===== src/hdl/jdss_pkg.sv =====
// Types, constants and the segment table of the joystick digit editor.
package jdss_pkg;

    localparam int SAMPLE_W   = 10;
    localparam int DIGITS     = 4;
    localparam int NIBBLE_W   = 4;
    localparam int VALUE_W    = DIGITS * NIBBLE_W;
    localparam int CURSOR_W   = 2;
    localparam int PULSES_W   = 2;
    localparam int SEG_W      = 7;
    localparam int CFG_IDX_W  = 1;

    localparam logic [SAMPLE_W-1:0] HIGH_THRESHOLD_RST = 10'd896;
    localparam logic [SAMPLE_W-1:0] LOW_THRESHOLD_RST  = 10'd128;

    localparam logic [CFG_IDX_W-1:0] CFG_HIGH_THRESHOLD = 1'b0;
    localparam logic [CFG_IDX_W-1:0] CFG_LOW_THRESHOLD  = 1'b1;

    localparam logic [CURSOR_W-1:0] CURSOR_ONES      = 2'd0;
    localparam logic [CURSOR_W-1:0] CURSOR_THOUSANDS = 2'd3;

    localparam logic [NIBBLE_W-1:0] DIGIT_MAX = 4'd9;
    localparam logic [NIBBLE_W-1:0] DIGIT_MIN = 4'd0;

    typedef struct packed {
        logic [CURSOR_W-1:0] cursor;
        logic [VALUE_W-1:0]  value;
        logic [PULSES_W-1:0] pulses;
    } edit_result_t;

    function automatic logic [SEG_W-1:0] seg_pattern(input logic [NIBBLE_W-1:0] digit);
        logic [SEG_W-1:0] pat;
        unique case (digit)
            4'd0:    pat = 7'd119;
            4'd1:    pat = 7'd20;
            4'd2:    pat = 7'd91;
            4'd3:    pat = 7'd94;
            4'd4:    pat = 7'd60;
            4'd5:    pat = 7'd110;
            4'd6:    pat = 7'd111;
            4'd7:    pat = 7'd84;
            4'd8:    pat = 7'd127;
            4'd9:    pat = 7'd126;
            default: pat = '0;
        endcase
        return pat;
    endfunction

endpackage


===== src/hdl/jdss_edit.sv =====
// Clear, cursor move and digit change for one joystick item.
module jdss_edit import jdss_pkg::*; (
    input  logic [SAMPLE_W-1:0] x_sample,
    input  logic [SAMPLE_W-1:0] y_sample,
    input  logic                clear_button,
    input  logic [SAMPLE_W-1:0] high_threshold,
    input  logic [SAMPLE_W-1:0] low_threshold,
    input  logic [CURSOR_W-1:0] cursor,
    input  logic [VALUE_W-1:0]  value,
    output edit_result_t        result
);

    logic [CURSOR_W-1:0] cur_clr;
    logic [CURSOR_W-1:0] cur_new;
    logic [VALUE_W-1:0]  val_clr;
    logic [VALUE_W-1:0]  val_new;
    logic [NIBBLE_W-1:0] digit;
    logic                x_move;
    logic                y_move;

    always_comb begin
        cur_clr = clear_button ? CURSOR_ONES : cursor;
        val_clr = clear_button ? '0 : value;

        priority if (x_sample > high_threshold && cur_clr != CURSOR_ONES) begin
            cur_new = cur_clr - CURSOR_W'(1);
            x_move  = 1'b1;
        end else if (x_sample < low_threshold && cur_clr != CURSOR_THOUSANDS) begin
            cur_new = cur_clr + CURSOR_W'(1);
            x_move  = 1'b1;
        end else begin
            cur_new = cur_clr;
            x_move  = 1'b0;
        end

        digit   = val_clr[{cur_new, 2'b00} +: NIBBLE_W];
        val_new = val_clr;
        priority if (y_sample > high_threshold && digit != DIGIT_MAX) begin
            // count the push even on an out-of-range nibble, but leave it alone
            if (digit < DIGIT_MAX) begin
                val_new[{cur_new, 2'b00} +: NIBBLE_W] = digit + NIBBLE_W'(1);
            end
            y_move = 1'b1;
        end else if (y_sample < low_threshold && digit != DIGIT_MIN) begin
            val_new[{cur_new, 2'b00} +: NIBBLE_W] = digit - NIBBLE_W'(1);
            y_move = 1'b1;
        end else begin
            y_move = 1'b0;
        end

        result.cursor = cur_new;
        result.value  = val_new;
        result.pulses = PULSES_W'(clear_button) + PULSES_W'(x_move) + PULSES_W'(y_move);
    end

endmodule


===== src/hdl/joystick_digit_editor_seven_segment_core.sv =====
// Joystick digit editor: edits a four digit BCD value and scans it onto a seven-segment display.
// Each input item carries one X/Y joystick sample pair and the clear level; it produces
// exactly one result item in the next cycle. The editing logic sits between the state
// registers and a single output register, so one item is accepted every cycle while the
// output is free or being taken; throughput is one item per clock when not stalled.
// Each item also steps the display scan by one digit, starting at the ones digit after
// reset. Thresholds are written through the cfg port (index 0 high, index 1 low) and take
// effect on the next item.
module joystick_digit_editor_seven_segment_core import jdss_pkg::*; (
    input  logic                 aclk,
    input  logic                 aresetn,
    // s_tdata: x_sample[9:0], y_sample[19:10], clear_button[20], zero pad [23:21]
    input  logic [23:0]          s_tdata,
    input  logic                 s_tvalid,
    output logic                 s_tready,
    // m_tdata: segments[6:0], digit_lines[10:7], light_pulses[12:11],
    //          cursor_position[14:13], value_bcd[30:15], zero pad [31]
    output logic [31:0]          m_tdata,
    output logic                 m_tvalid,
    input  logic                 m_tready,
    input  logic                 cfg_valid,
    output logic                 cfg_ready,
    input  logic [CFG_IDX_W-1:0] cfg_index,
    input  logic [SAMPLE_W-1:0]  cfg_data
);

    logic [SAMPLE_W-1:0] high_thr_reg;
    logic [SAMPLE_W-1:0] low_thr_reg;
    logic [CURSOR_W-1:0] cursor_reg;
    logic [VALUE_W-1:0]  value_reg;
    logic [1:0]          scan_reg;
    logic                m_valid_reg;
    logic [31:0]         m_data_reg;
    logic [31:0]         m_data_next;
    logic                s_accept;
    edit_result_t        edit;
    logic [NIBBLE_W-1:0] scan_digit;
    logic [3:0]          digit_lines;

    assign s_tready  = !m_valid_reg || m_tready;
    assign s_accept  = s_tvalid && s_tready;
    assign cfg_ready = 1'b1;
    assign m_tvalid  = m_valid_reg;
    assign m_tdata   = m_data_reg;

    jdss_edit u_edit (
        .x_sample       (s_tdata[9:0]),
        .y_sample       (s_tdata[19:10]),
        .clear_button   (s_tdata[20]),
        .high_threshold (high_thr_reg),
        .low_threshold  (low_thr_reg),
        .cursor         (cursor_reg),
        .value          (value_reg),
        .result         (edit)
    );

    always_comb begin
        scan_digit  = edit.value[{scan_reg, 2'b00} +: NIBBLE_W];
        digit_lines = ~(4'b1000 >> scan_reg);
        m_data_next = {1'b0, edit.value, edit.cursor, edit.pulses, digit_lines,
                       seg_pattern(scan_digit)};
    end

    always_ff @(posedge aclk) begin
        if (!aresetn) begin
            high_thr_reg <= HIGH_THRESHOLD_RST;
            low_thr_reg  <= LOW_THRESHOLD_RST;
        end else if (cfg_valid) begin
            unique case (cfg_index)
                CFG_HIGH_THRESHOLD: high_thr_reg <= cfg_data;
                CFG_LOW_THRESHOLD:  low_thr_reg  <= cfg_data;
            endcase
        end
    end

    always_ff @(posedge aclk) begin
        if (!aresetn) begin
            cursor_reg  <= '0;
            value_reg   <= '0;
            scan_reg    <= '0;
            m_valid_reg <= 1'b0;
        end else begin
            if (s_accept) begin
                cursor_reg  <= edit.cursor;
                value_reg   <= edit.value;
                scan_reg    <= scan_reg + 2'd1;
                m_valid_reg <= 1'b1;
            end else if (m_tready) begin
                // drop the result once taken
                m_valid_reg <= 1'b0;
            end
        end
    end

    always_ff @(posedge aclk) begin
        if (s_accept) begin
            m_data_reg <= m_data_next;
        end
    end

endmodule


===== config.mk =====
export PLATFORM = sky130hd
export DESIGN_NAME = joystick_digit_editor_seven_segment_core
export DESIGN_NICKNAME = d
export VERILOG_FILES = /design/src/hdl/jdss_pkg.sv /design/src/hdl/jdss_edit.sv /design/src/hdl/joystick_digit_editor_seven_segment_core.sv
export SDC_FILE = /design/constraint.sdc
export NUM_CORES = 1
export LEC_CHECK = 0
export ABC_AREA = 0
export BUFFER_PORTS_ARGS = -buffer_cell sky130_fd_sc_hd__buf_2
export CAP_MARGIN = 20
export CORE_UTILIZATION = 40
export CTS_CLUSTER_SIZE = 24
export DETAILED_ROUTE_END_ITERATION = 8
export GPL_TIMING_DRIVEN = 0
export HOLD_SLACK_MARGIN = 0.15
export SETUP_SLACK_MARGIN = 0.05
export SYNTH_ARGS = -nofsm -noshare
export SYNTH_HDL_FRONTEND = slang
export SYNTH_SLANG_ARGS = --single-unit

===== constraint.sdc =====
create_clock -name aclk -period 5.65 [get_ports aclk]
set_clock_uncertainty 0.15 [all_clocks]
set_input_delay 0.2825 -clock aclk [delete_from_list [all_inputs] [get_ports aclk]]
set_output_delay 0.2825 -clock aclk [all_outputs]
set_load 0.02 [all_outputs]

* Yosys cells after proc, flatten, opt, wreduce, memory -nomap -nowiden
Memories as Yosys holds them, arrays and structs flattened. A register that Yosys moved wholly into a read port is not among the register bits. Cells that the tools add are included. W data, S select, Z words.
Operators by class: $add $sub $neg 8, order comparisons 5, eq/ne operators 2, shift operators 6, multiplexer cells 15, bitwise logic cells 2, reductions and logical operators 12
Operator list (count):
- $mux W16 | 4
- $bwmux W16 | 2
- $shiftx A16 B5 Y4 | 2
- $shiftx A4 B6 Y16 | 2
- $gt A10 B10 Y1 | 2
- $lt A10 B10 Y1 | 2
- $shift A4 B6 Y16 const A | 1
- $mux W1 | 6
- $mux W2 | 3
- $neg A4 Y6 | 1
- $logic_and A1 B1 Y1 | 5
- $add A2 B1 Y2 const B | 2
- $add A4 B1 Y4 const B | 1
- $lt A4 B4 Y1 const B | 1
- $ne A4 B4 Y1 const B | 1
- $not A4 Y4 | 1
- $reduce_and A2 Y1 | 2
- $reduce_bool A2 Y1 | 2
- $reduce_bool A4 Y1 | 1
- $shr A4 B2 Y4 const A | 1
- $sub A4 B1 Y4 const B | 1
- $add A1 B1 Y2 | 1
- $add A2 B1 Y2 | 1
- $ne A2 B2 Y1 const B | 1
- other kinds (4) | 4
Word-level totals: register bits after elaboration 72, ROM bits 112, input bits 40, output and inout port bits 35, logic and storage cells 58, memories kept 1
Memories:
- (name not given) | words 16, width 7, read ports 1, clocked after Yosys merged registers in 1, write ports 0, RTL line jdss_pkg.sv:33 | unique case (digit)

* Logic depth before layout (Yosys ltp)
Gate-level depths: netlist (run 1).
word-level depth 12, depth in mapped cells 22, mapped depth without buffers 21

* Hierarchy
Synthesis (run 1) repeated with hierarchy kept, for this count alone.
Second synthesis, totals: cells, all modules 563, area, all modules 5083.6 um^2
Modules (own cells, without submodules):
- joystick_digit_editor_seven_segment_core | times used 1, cells each 262, area each 2829.0 um^2, sequential area each 1751.7 um^2
- jdss_edit | times used 1, cells each 301, area each 2254.7 um^2, sequential area each 0.0 um^2

* Least setup slack after synthesis (run 1)
No wires, ideal clock.
path kind reg-to-reg, from reg high_thr_reg[1], to reg m_data_reg[3] (netlist: m_tdata[3]), data pin, library setup time 262 ps, data arrival time 4313 ps, data required time 5238 ps, slack 925 ps, stages on the path, launching flop included 20, path buffers 0, clock period less this slack 4725 ps, cell sequence dfxtp_1 inv_1 ha_1 nor2b_4 o211a_4 a2111oi_4 nor2_1 o21ai_1 nand2_1 inv_1 ha_1 or4_1 nor2_1 a21oi_1 a21oi_1 a2bb2oi_1 nor2_1 or4_4 xnor2_1 o22ai_1
RTL lines:
- start: declaration | RTL line joystick_digit_editor_seven_segment_core.sv:27 | logic [SAMPLE_W-1:0] high_thr_reg;
- start signal: assignment | RTL line joystick_digit_editor_seven_segment_core.sv:70 | CFG_HIGH_THRESHOLD: high_thr_reg <= cfg_data;
- end: declaration | RTL line joystick_digit_editor_seven_segment_core.sv:33 | logic [31:0] m_data_reg;

==> run summary, run 1 <==
The worst register-to-register path has a depth of 20. The final-layout setup total negative slack came out at 0 ns. The I/O pin count is 75. In this run the clock root is driven by a sky130_fd_sc_hd__clkbuf_16. The power density of the placed cells is 265 mW/mm^2. The worst setup path category is reg2reg. The largest net degree at the start of global routing is 33. The final count of hold timing violations came out at 0. The global-route met1 utilization is 0.315. The proportion of register bits with asynchronous set or reset after synthesis came out at 0. In this run the tool buffered the top-level ports with 69 buffer cells. The endpoint identified for the worst register-to-register timing path is m_tdata[3]$_DFFE_PP_.

The post-synthesis area per instance is 8.70 sq um. The worst setup path is captured at a flop. The level count of the clock H-tree is 3. The register-to-register setup slack came out at 0.19 ns. The global placer's final weighted congestion came out at 0.907. The number of nets handed over by synthesis was 752.

The flow ran to the end, and the final reports show no timing, DRC or antenna violations. The first TritonRoute pass finished after 5 iterations. Across every metal layer, demand over resource in global routing totals 0.244.

The later pin in the worst-skew pair is clocked with a latency of 0.34 ns. In the post-synthesis netlist, the biggest area contributors are sky130_fd_sc_hd__edfxtp_1 16%, sky130_fd_sc_hd__dfxtp_1 14%, sky130_fd_sc_hd__ha_1 12%. Setup repair after global routing could not meet its margin everywhere. The area growth from synthesis to final layout is 22.8%. Detailed placement finished with a half-perimeter wire length of 13200 um. The arrival time reported for the critical path endpoint is 5.39 ns.

After synthesis the cells add up to 0.00570 sq mm. In this run the most critical hold path is launched from cfg_index. Dividing the final minimum period by the clock period gives 0.967. The met2 layer usage reported by global route came out at 0.401. The die covers 0.0147 sq mm. The count of flip-flops with a built-in enable after synthesis is 31.

The cell row count came out at 43. The worst setup path is launched from a flop. In the synthesized netlist the dominant register cell turns out to be sky130_fd_sc_hd__dfxtp_1. The data required time of the worst path is 5.58 ns. For this block, the initial DRC count from the detailed router was 462. The count of warnings emitted by yosys came out at 0.

At the pin with the least slew margin, the transition time is 1.01 ns. The clock buffer count from CTS came out at 9. The wire length per cell came out at 18.6 um. The hold-critical path depth is 4. IR analysis of the VDD net gives a maximum drop of 0.000222 V. The number of pins with negative max-slew slack in the final report came out at 0. The starting density of the core is 0.410. The layer flagged by global routing as most heavily used is met2. For this run, global-route usage on met3 was measured as 0.0334. The count of nets left with antenna violations once routing finished came out at 0. The flip-flop count of the largest register, all copies and words added is 31. The number of global-route vias before repair is 5268. Across all hold checks on the routed design, the worst slack comes to 0.175 ns.

The core utilization of the finished layout is 0.504. Setup violations remaining at the end of the flow were counted as 0. The clock-pin slew reported for the worst setup and hold paths after clock tree synthesis is 0.06 ns. The highest fanout seen on the critical path came out at 8. The worst register-to-register path begins at low_thr_reg[4]$_SDFFE_PN0P_. The area share of the largest cell type after synthesis came out at 0.163. The headroom to the max-slew limit came out at 0.323. Of all cell types, the one taking the most synthesized area is sky130_fd_sc_hd__edfxtp_1. The number of inserted diodes is 0. Counting every sink on the clock net gives 72. The number of placed instances, taps included came out at 905. The timing-limited maximum frequency is 183 MHz. The area of the core came out at 0.0139 sq mm.

The detailed router placed 5484 vias in this run. In the final layout, the share of cells above drive strength 1 is 0.230. The die is 121 um tall. The leakage dissipation is 2.84 nW. The wire length of the first global-routing pass came out at 27300 um.

TritonCTS built the clock tree. The number of design rule violations left after detail routing is 0. The flip-flop and latch count after synthesis is 72. The number of instances in the synthesized netlist came out at 655.

At the end of the flow, the number of nets in the layout was 860. Dividing the detail-routed via count by the number of cells gives 5.78. The count of non-filler cells in the finished layout came out at 948. The share of the Yosys chip area taken by registers is 0.308. The clock period minus final worst setup slack is 5.46 ns. The routed wire length came out at 17600 um. The maximum count of clock buffers along a single path came out at 2. The number of antenna violations at the first check in global routing came out at 0. The number of violations of the max-capacitance limit came out at 0. For hold timing, the worst endpoint is high_thr_reg[0]$_SDFFE_PN0P_.

Global routing finished with a remaining overflow of 0. The class of the worst hold path is in2reg. The distinct cell type count of the synthesized netlist is 92. In this run the horizontal extent of the chip is 121 um.
## cells in the mapped netlist, types with 4 or more instances
cell type	count
sky130_fd_sc_hd__edfxtp_1	31
sky130_fd_sc_hd__and2_1	8
sky130_fd_sc_hd__o22ai_1	14
sky130_fd_sc_hd__o21ai_0	13
sky130_fd_sc_hd__o32ai_1	6
sky130_fd_sc_hd__nor3_1	11
sky130_fd_sc_hd__a21boi_0	25
sky130_fd_sc_hd__a2bb2oi_1	4
sky130_fd_sc_hd__nand2b_1	8
sky130_fd_sc_hd__o21ai_1	10
sky130_fd_sc_hd__nand4_1	7
sky130_fd_sc_hd__dfxtp_1	41
sky130_fd_sc_hd__a32oi_1	5
sky130_fd_sc_hd__a21o_1	9
sky130_fd_sc_hd__a21oi_1	31
sky130_fd_sc_hd__o21a_1	4
sky130_fd_sc_hd__nor3b_1	9
sky130_fd_sc_hd__clkbuf_1	15
sky130_fd_sc_hd__o211ai_1	7
sky130_fd_sc_hd__ha_1	56
sky130_fd_sc_hd__nand3_1	11
sky130_fd_sc_hd__a211oi_1	7
sky130_fd_sc_hd__mux2i_1	7
sky130_fd_sc_hd__inv_1	48
sky130_fd_sc_hd__or3_1	4
sky130_fd_sc_hd__nand2_1	100
sky130_fd_sc_hd__nor2_1	59
## critical path, cell delays in order, from the launching register on
cell and delay, ns:
sky130_fd_sc_hd__dfxtp_1 0.33, sky130_fd_sc_hd__inv_1 0.07, sky130_fd_sc_hd__ha_1 0.32, sky130_fd_sc_hd__a21oi_2 0.20, sky130_fd_sc_hd__a211oi_4 0.10, sky130_fd_sc_hd__or4_4 0.55
sky130_fd_sc_hd__o21ai_4 0.27, sky130_fd_sc_hd__nand3_2 0.17, sky130_fd_sc_hd__nand2_2 0.19, sky130_fd_sc_hd__inv_1 0.10, sky130_fd_sc_hd__ha_2 0.43, sky130_fd_sc_hd__nand2_1 0.10
sky130_fd_sc_hd__nor3_1 0.34, sky130_fd_sc_hd__nand2_1 0.13, sky130_fd_sc_hd__a31o_2 0.26, sky130_fd_sc_hd__a21oi_1 0.18, sky130_fd_sc_hd__a2bb2oi_2 0.34, sky130_fd_sc_hd__nor2_1 0.15
sky130_fd_sc_hd__or4_4 0.55, sky130_fd_sc_hd__xnor2_1 0.17, sky130_fd_sc_hd__o22ai_1 0.11
## layer usage
layer	vias to the layer above	share of wire	wire [um]
met5	-	0	0
met4	0	0.036	629
met3	49	0.047	820
met2	197	0.47	8240
met1	2621	0.45	7890
li1	2617	-	-
## layout by cell type, fill, tap and decap left out, types with 4 or more instances in the layout
master / netlist / layout
sky130_fd_sc_hd__nand2_1: 100 / 99
sky130_fd_sc_hd__buf_2: 3 / 72
sky130_fd_sc_hd__nor2_1: 59 / 58
sky130_fd_sc_hd__ha_1: 56 / 55
sky130_fd_sc_hd__inv_1: 48 / 48
sky130_fd_sc_hd__dfxtp_1: 41 / 41
sky130_fd_sc_hd__edfxtp_1: 31 / 31
sky130_fd_sc_hd__a21oi_1: 31 / 30
sky130_fd_sc_hd__a21boi_0: 25 / 25
sky130_fd_sc_hd__buf_4: 3 / 17
sky130_fd_sc_hd__o22ai_1: 14 / 14
sky130_fd_sc_hd__o21ai_0: 13 / 13
sky130_fd_sc_hd__clkbuf_1: 15 / 13
sky130_fd_sc_hd__dlygate4sd3_1: 0 / 13
sky130_fd_sc_hd__nand3_1: 11 / 10
sky130_fd_sc_hd__nor3_1: 11 / 9
sky130_fd_sc_hd__a21o_1: 9 / 9
sky130_fd_sc_hd__nor3b_1: 9 / 9
sky130_fd_sc_hd__clkbuf_16: 0 / 9
sky130_fd_sc_hd__and2_1: 8 / 8
sky130_fd_sc_hd__nand2b_1: 8 / 8
sky130_fd_sc_hd__nand4_1: 7 / 7
sky130_fd_sc_hd__mux2i_1: 7 / 7
sky130_fd_sc_hd__o21ai_1: 10 / 7
sky130_fd_sc_hd__o211ai_1: 7 / 7
sky130_fd_sc_hd__a211oi_1: 7 / 6
sky130_fd_sc_hd__o32ai_1: 6 / 5
sky130_fd_sc_hd__a32oi_1: 5 / 5
sky130_fd_sc_hd__or3_1: 4 / 4
sky130_fd_sc_hd__o21ai_2: 2 / 4
sky130_fd_sc_hd__o21a_1: 4 / 4
## final cells by class
| cell class | instances | area, sq um |
|---|---|---|
| fill | 1340 | 6890 |
| tap | 180 | 225 |
| timing repair buffer | 97 | 601 |
| multi-input combinational | 506 | 3760 |
| clock buffer | 9 | 225 |
| sequential | 72 | 1750 |
| buffer | 26 | 138 |
| clock inverter | 7 | 103 |
| inverter | 51 | 191 |
## worst max-delay path by stage
stage                                       startpoint                    to  slack (ns)  cells past startpoint
after global placement                     s_tdata[20]  m_tdata[3]$_DFFE_PP_       -0.59                     20
after CTS                  low_thr_reg[9]$_SDFFE_PN0P_  m_tdata[3]$_DFFE_PP_        0.07                     19
after global routing       low_thr_reg[4]$_SDFFE_PN0P_  m_tdata[1]$_DFFE_PP_      -0.002                     20
final                      low_thr_reg[4]$_SDFFE_PN0P_  m_tdata[3]$_DFFE_PP_        0.19                     20
after detailed placement                   s_tdata[20]  m_tdata[3]$_DFFE_PP_       -0.59                     20
after floorplan           high_thr_reg[1]$_SDFFE_PN0P_  m_tdata[3]$_DFFE_PP_        0.92                     19
## metrics by stage
stage | worst slack [ns] | instance area (sq um) | total power [mW]
floorplan | 0.925 | 5700 | 1.01
global placement | -0.588 | 6270 | 1.16
detailed placement | -0.588 | 6290 | 1.17
CTS | 0.0650 | 6790 | 1.82
global route | -0.00214 | 6990 | 1.94
finish | 0.188 | 6990 | 1.85
## power breakdown
| group | switching [mW] | leakage, nW | internal [mW] |
|---|---|---|---|
| combinational | 0.380 | 2.05 | 0.225 |
| clock | 0.239 | 0.162 | 0.392 |
| sequential | 0.0204 | 0.633 | 0.595 |
## logic make-up after synthesis
| family | synth area share |
|---|---|
| and+or+nand+nor | 0.214 |
| muxes | 0.0253 |
| adders and majority gates | 0.127 |
| AOI/OAI and AO/OA | 0.265 |
| other | 0.00132 |
| DFF | 0.308 |
| xor gates and xnor gates | 0.00308 |
| buffers and inverters | 0.0573 |
## timing repair
item                                    in CTS  in global routing
resized for setup                            6                 20
setup buffers                                1                 13
endpoints found under the setup margin       7                  7
pin swaps                                    1                 13
endpoints found under the hold margin       22                  0
hold buffers                                13                  0
(Power assumes the default switching activity.)
==> run 2: changes to the inputs <==
--- a/config.mk
+++ b/config.mk
@@ -8,7 +8,7 @@
 export ABC_AREA = 0
 export BUFFER_PORTS_ARGS = -buffer_cell sky130_fd_sc_hd__buf_2
 export CAP_MARGIN = 20
-export CORE_UTILIZATION = 40
+export CORE_UTILIZATION = 45
 export CTS_CLUSTER_SIZE = 24
 export DETAILED_ROUTE_END_ITERATION = 8
 export GPL_TIMING_DRIVEN = 0
==> run 2 against run 1 <==
Worst setup slack better by 0.0043 ns. Sequential share of layout area is 0.33 points higher. Hold slack worse by 0.010 ns. Flip-flop and latch count stayed put. Largest cell class unchanged. Largest power group is now sequential cells.
==> run summary, run 2 (synthesized netlist as in run 1, its figures left out) <==
The total routing usage reported by global routing came out at 0.275 (+0.0312). The timing-limited maximum frequency was 183 MHz (about the same). The library cells used most frequently in the layout, excluding fill and tap cells, are 99 x sky130_fd_sc_hd__nand2_1, 72 x sky130_fd_sc_hd__buf_2, 58 x sky130_fd_sc_hd__nor2_1, 54 x sky130_fd_sc_hd__ha_1, 48 x sky130_fd_sc_hd__inv_1. The final count of hold timing violations came out at 0 (unchanged). The number of pins with negative max-slew slack in the final report came out at 0 (unchanged). The die height came out at 115 um (-5.6%). The number of DRC markers in iteration 0 came to 373 (-19%). The maximum count of clock buffers along a single path came out at 2 (unchanged). The overall die width came to 115 um (-5.6%). TritonCTS built the clock tree. The share of the cycle needed by the critical path after routing is 0.966 (about the same). The clock insertion delay at the later pin of the skew report is 0.35 ns (about the same). The hold-critical path depth is 4 (unchanged).

The number of design rule violations left after detail routing is 0 (unchanged). The routed wire length is 17500 um (-0.48%). The flip-flop count of the largest register, all copies and words added came out at 31 (unchanged). The quantity of I/O buffers inserted on ports came out at 69 (unchanged). The area growth from synthesis to final layout came out at 21.2%. The overflow left after global routing came to 0 (unchanged). The via density per instance is 5.84 (+1.0%). The path with the worst hold slack has its endpoint at high_thr_reg[1]$_SDFFE_PN0P_. The worst setup path is of the reg2reg kind. The number of detailed-route iterations in the first pass came to 5 (unchanged).

The detailed-route via count is 5458 (-0.47%). The launch instance of the worst min-delay path is cfg_index. The cell row count is 40 (-7.0%). The placed instance area is 0.00627 sq mm (-0.24%).

The number of antenna violations at the first check in global routing is 0 (unchanged). The level count of the clock H-tree was 3 (unchanged). The register-to-register setup slack came to 0.19 ns (about the same).

The number of global-route vias before repair came out at 5115 (-2.9%). The number of nets still failing antenna checks after routing is 0 (unchanged). The transition time at the pin with the least slew margin was 0.970 ns (-0.0407 ns). STA classifies the critical path endpoint as a flop. The area of the core came out at 0.0122 sq mm (-12%). The power density of the placed cells came out at 255 mW/mm^2 (-3.5%).

The highest fanout seen on the critical path is 8 (unchanged). The maximum VDD drop came out at 0.000179 V (-19%). The number of inserted diodes is 0 (unchanged).

The startpoint identified for the worst register-to-register timing path is high_thr_reg[1]$_SDFFE_PN0P_. The sum of net half-perimeters after detailed placement is 13700 um (+3.8%). The wire length of the first global-routing pass was 27100 um (-0.73%).

The root buffer cell chosen for the clock tree is sky130_fd_sc_hd__clkbuf_16. The largest net degree at the start of global routing came out at 36 (+9.1%). The arrival time reported for the critical path endpoint is 5.40 ns (about the same). The wire length per cell is 18.7 um (+1.0%). The clock-pin slew reported for the worst setup and hold paths after clock tree synthesis came to 0.06 ns (about the same). The overall power consumption came out at 1.76 mW (-4.7%).

The type of element launching the critical path is a flop. The clock sink total came out at 72 (unchanged). The overall die area is 0.0131 sq mm (-11%). The clock buffer count from CTS came out at 9 (unchanged). The headroom to the max-slew limit is 0.350 (+0.0273). The core utilization of the finished layout came out at 0.568 (+0.0637).

The reg-to-reg critical path endpoint is m_tdata[5]$_DFFE_PP_. The clock period minus final worst setup slack came out at 5.46 ns (-0.00427 ns). The number of fill cells is 1156 (-14%). The starting density of the core came out at 0.468 (+0.0580). The cell area after layout came to 0.00690 sq mm (-1.3%). The share of post-route cells with drive strength above 1 came out at 0.225 (-0.00593). The worst-case setup margin in the final layout is 0.192 ns (+0.00427 ns). Leaving out fill and tap cells, the most frequent cell in the layout is sky130_fd_sc_hd__nand2_1.

The data required time of the worst path is 5.59 ns (about the same). The post-placement setup slack came out at -0.413 ns (+0.175 ns). The path class of the tightest hold or removal check is in2reg.

The flow ran to the end, and the final reports show no timing, DRC or antenna violations. The number of violations of the max-capacitance limit came out at 0 (unchanged). The global placer's final weighted congestion is 0.966 (+6.5%). The I/O pin count came out at 75 (unchanged). The leakage dissipation came to 2.80 nW (-1.6%). The final-report setup violation count came out at 0 (unchanged). The final net count came out at 858 (-0.23%). The number of cells traversed by the worst register-to-register path came to 20 (unchanged).
## run 2: final cells by class
type / instances / area, sq um / share of cell area
Buffer: 26 / 138 / 0.0199
Multi-Input combinational cell: 506 / 3730 / 0.541
Sequential cell: 72 / 1750 / 0.254
Tap cell: 168 / 210 / 0.0305
Clock inverter: 7 / 61.3 / 0.00888
Inverter: 51 / 191 / 0.0277
Timing Repair Buffer: 95 / 591 / 0.0856
Clock buffer: 9 / 225 / 0.0326
## run 2: power breakdown
group	total [mW]	internal [mW]	switching (mW)
combinational	0.595	0.222	0.373
clock	0.550	0.305	0.245
sequential	0.619	0.595	0.0233
## run 2: repair_timing
| item | 4_1_cts | 5_1_grt |
|---|---|---|
| gates resized for setup | 5 | 17 |
| cloned | 0 | 0 |
| hold endpoints to repair | 22 | 0 |
| pin swaps | 2 | 7 |
| hold buffers | 15 | 0 |
| setup buffers | 1 | 9 |
| endpoints found under the setup margin | 7 | 7 |
## run 2: through the flow
stage | instances | hold slack [ns] | setup TNS (ns)
floorplan | 655 | 0.271 | 0
global placement | 892 | 0.304 | -2.35
detailed placement | 893 | 0.311 | -2.58
CTS | 925 | 0.164 | 0
global route | 934 | 0.215 | -0.0533
finish | 934 | 0.165 | 0
## run 2: how the worst max path moves through the flow
stage                                       from                    to  slack [ns]  cells after the start
detailed placement                   s_tdata[20]  m_tdata[3]$_DFFE_PP_       -0.41                     20
finish              high_thr_reg[1]$_SDFFE_PN0P_  m_tdata[5]$_DFFE_PP_        0.19                     20
global route        high_thr_reg[1]$_SDFFE_PN0P_  m_tdata[5]$_DFFE_PP_       -0.04                     20
global placement                     s_tdata[20]  m_tdata[3]$_DFFE_PP_       -0.37                     20
CTS                 high_thr_reg[1]$_SDFFE_PN0P_  m_tdata[2]$_DFFE_PP_        0.08                     19
floorplan           high_thr_reg[1]$_SDFFE_PN0P_  m_tdata[3]$_DFFE_PP_        0.92                     19
## run 2: worst max-delay path, cell delays in order, from the launching register on
cell	delay [ns]
sky130_fd_sc_hd__dfxtp_1	0.34
sky130_fd_sc_hd__inv_1	0.08
sky130_fd_sc_hd__ha_1	0.32
sky130_fd_sc_hd__nor2b_4	0.14
sky130_fd_sc_hd__o211a_4	0.23
sky130_fd_sc_hd__a2111oi_4	0.48
sky130_fd_sc_hd__nor2_1	0.23
sky130_fd_sc_hd__o21ai_2	0.28
sky130_fd_sc_hd__nand2_2	0.15
sky130_fd_sc_hd__inv_1	0.15
sky130_fd_sc_hd__ha_2	0.34
sky130_fd_sc_hd__or4_1	0.60
sky130_fd_sc_hd__nor2_2	0.20
sky130_fd_sc_hd__a21oi_1	0.09
sky130_fd_sc_hd__a21oi_1	0.20
sky130_fd_sc_hd__a2bb2oi_2	0.28
sky130_fd_sc_hd__nor2_1	0.14
sky130_fd_sc_hd__nor4_4	0.34
sky130_fd_sc_hd__buf_4	0.18
sky130_fd_sc_hd__mux2i_1	0.18
sky130_fd_sc_hd__o22ai_1	0.10
## run 2: per-layer routing
metal | wire (um) | global-route usage | vias up
met3 | 821 | 0.0424 | 44
li1 | - | - | 2611
met4 | 700 | 0.129 | 0
met2 | 8060 | 0.448 | 190
met5 | 0 | 0 | -
met1 | 7920 | 0.356 | 2613
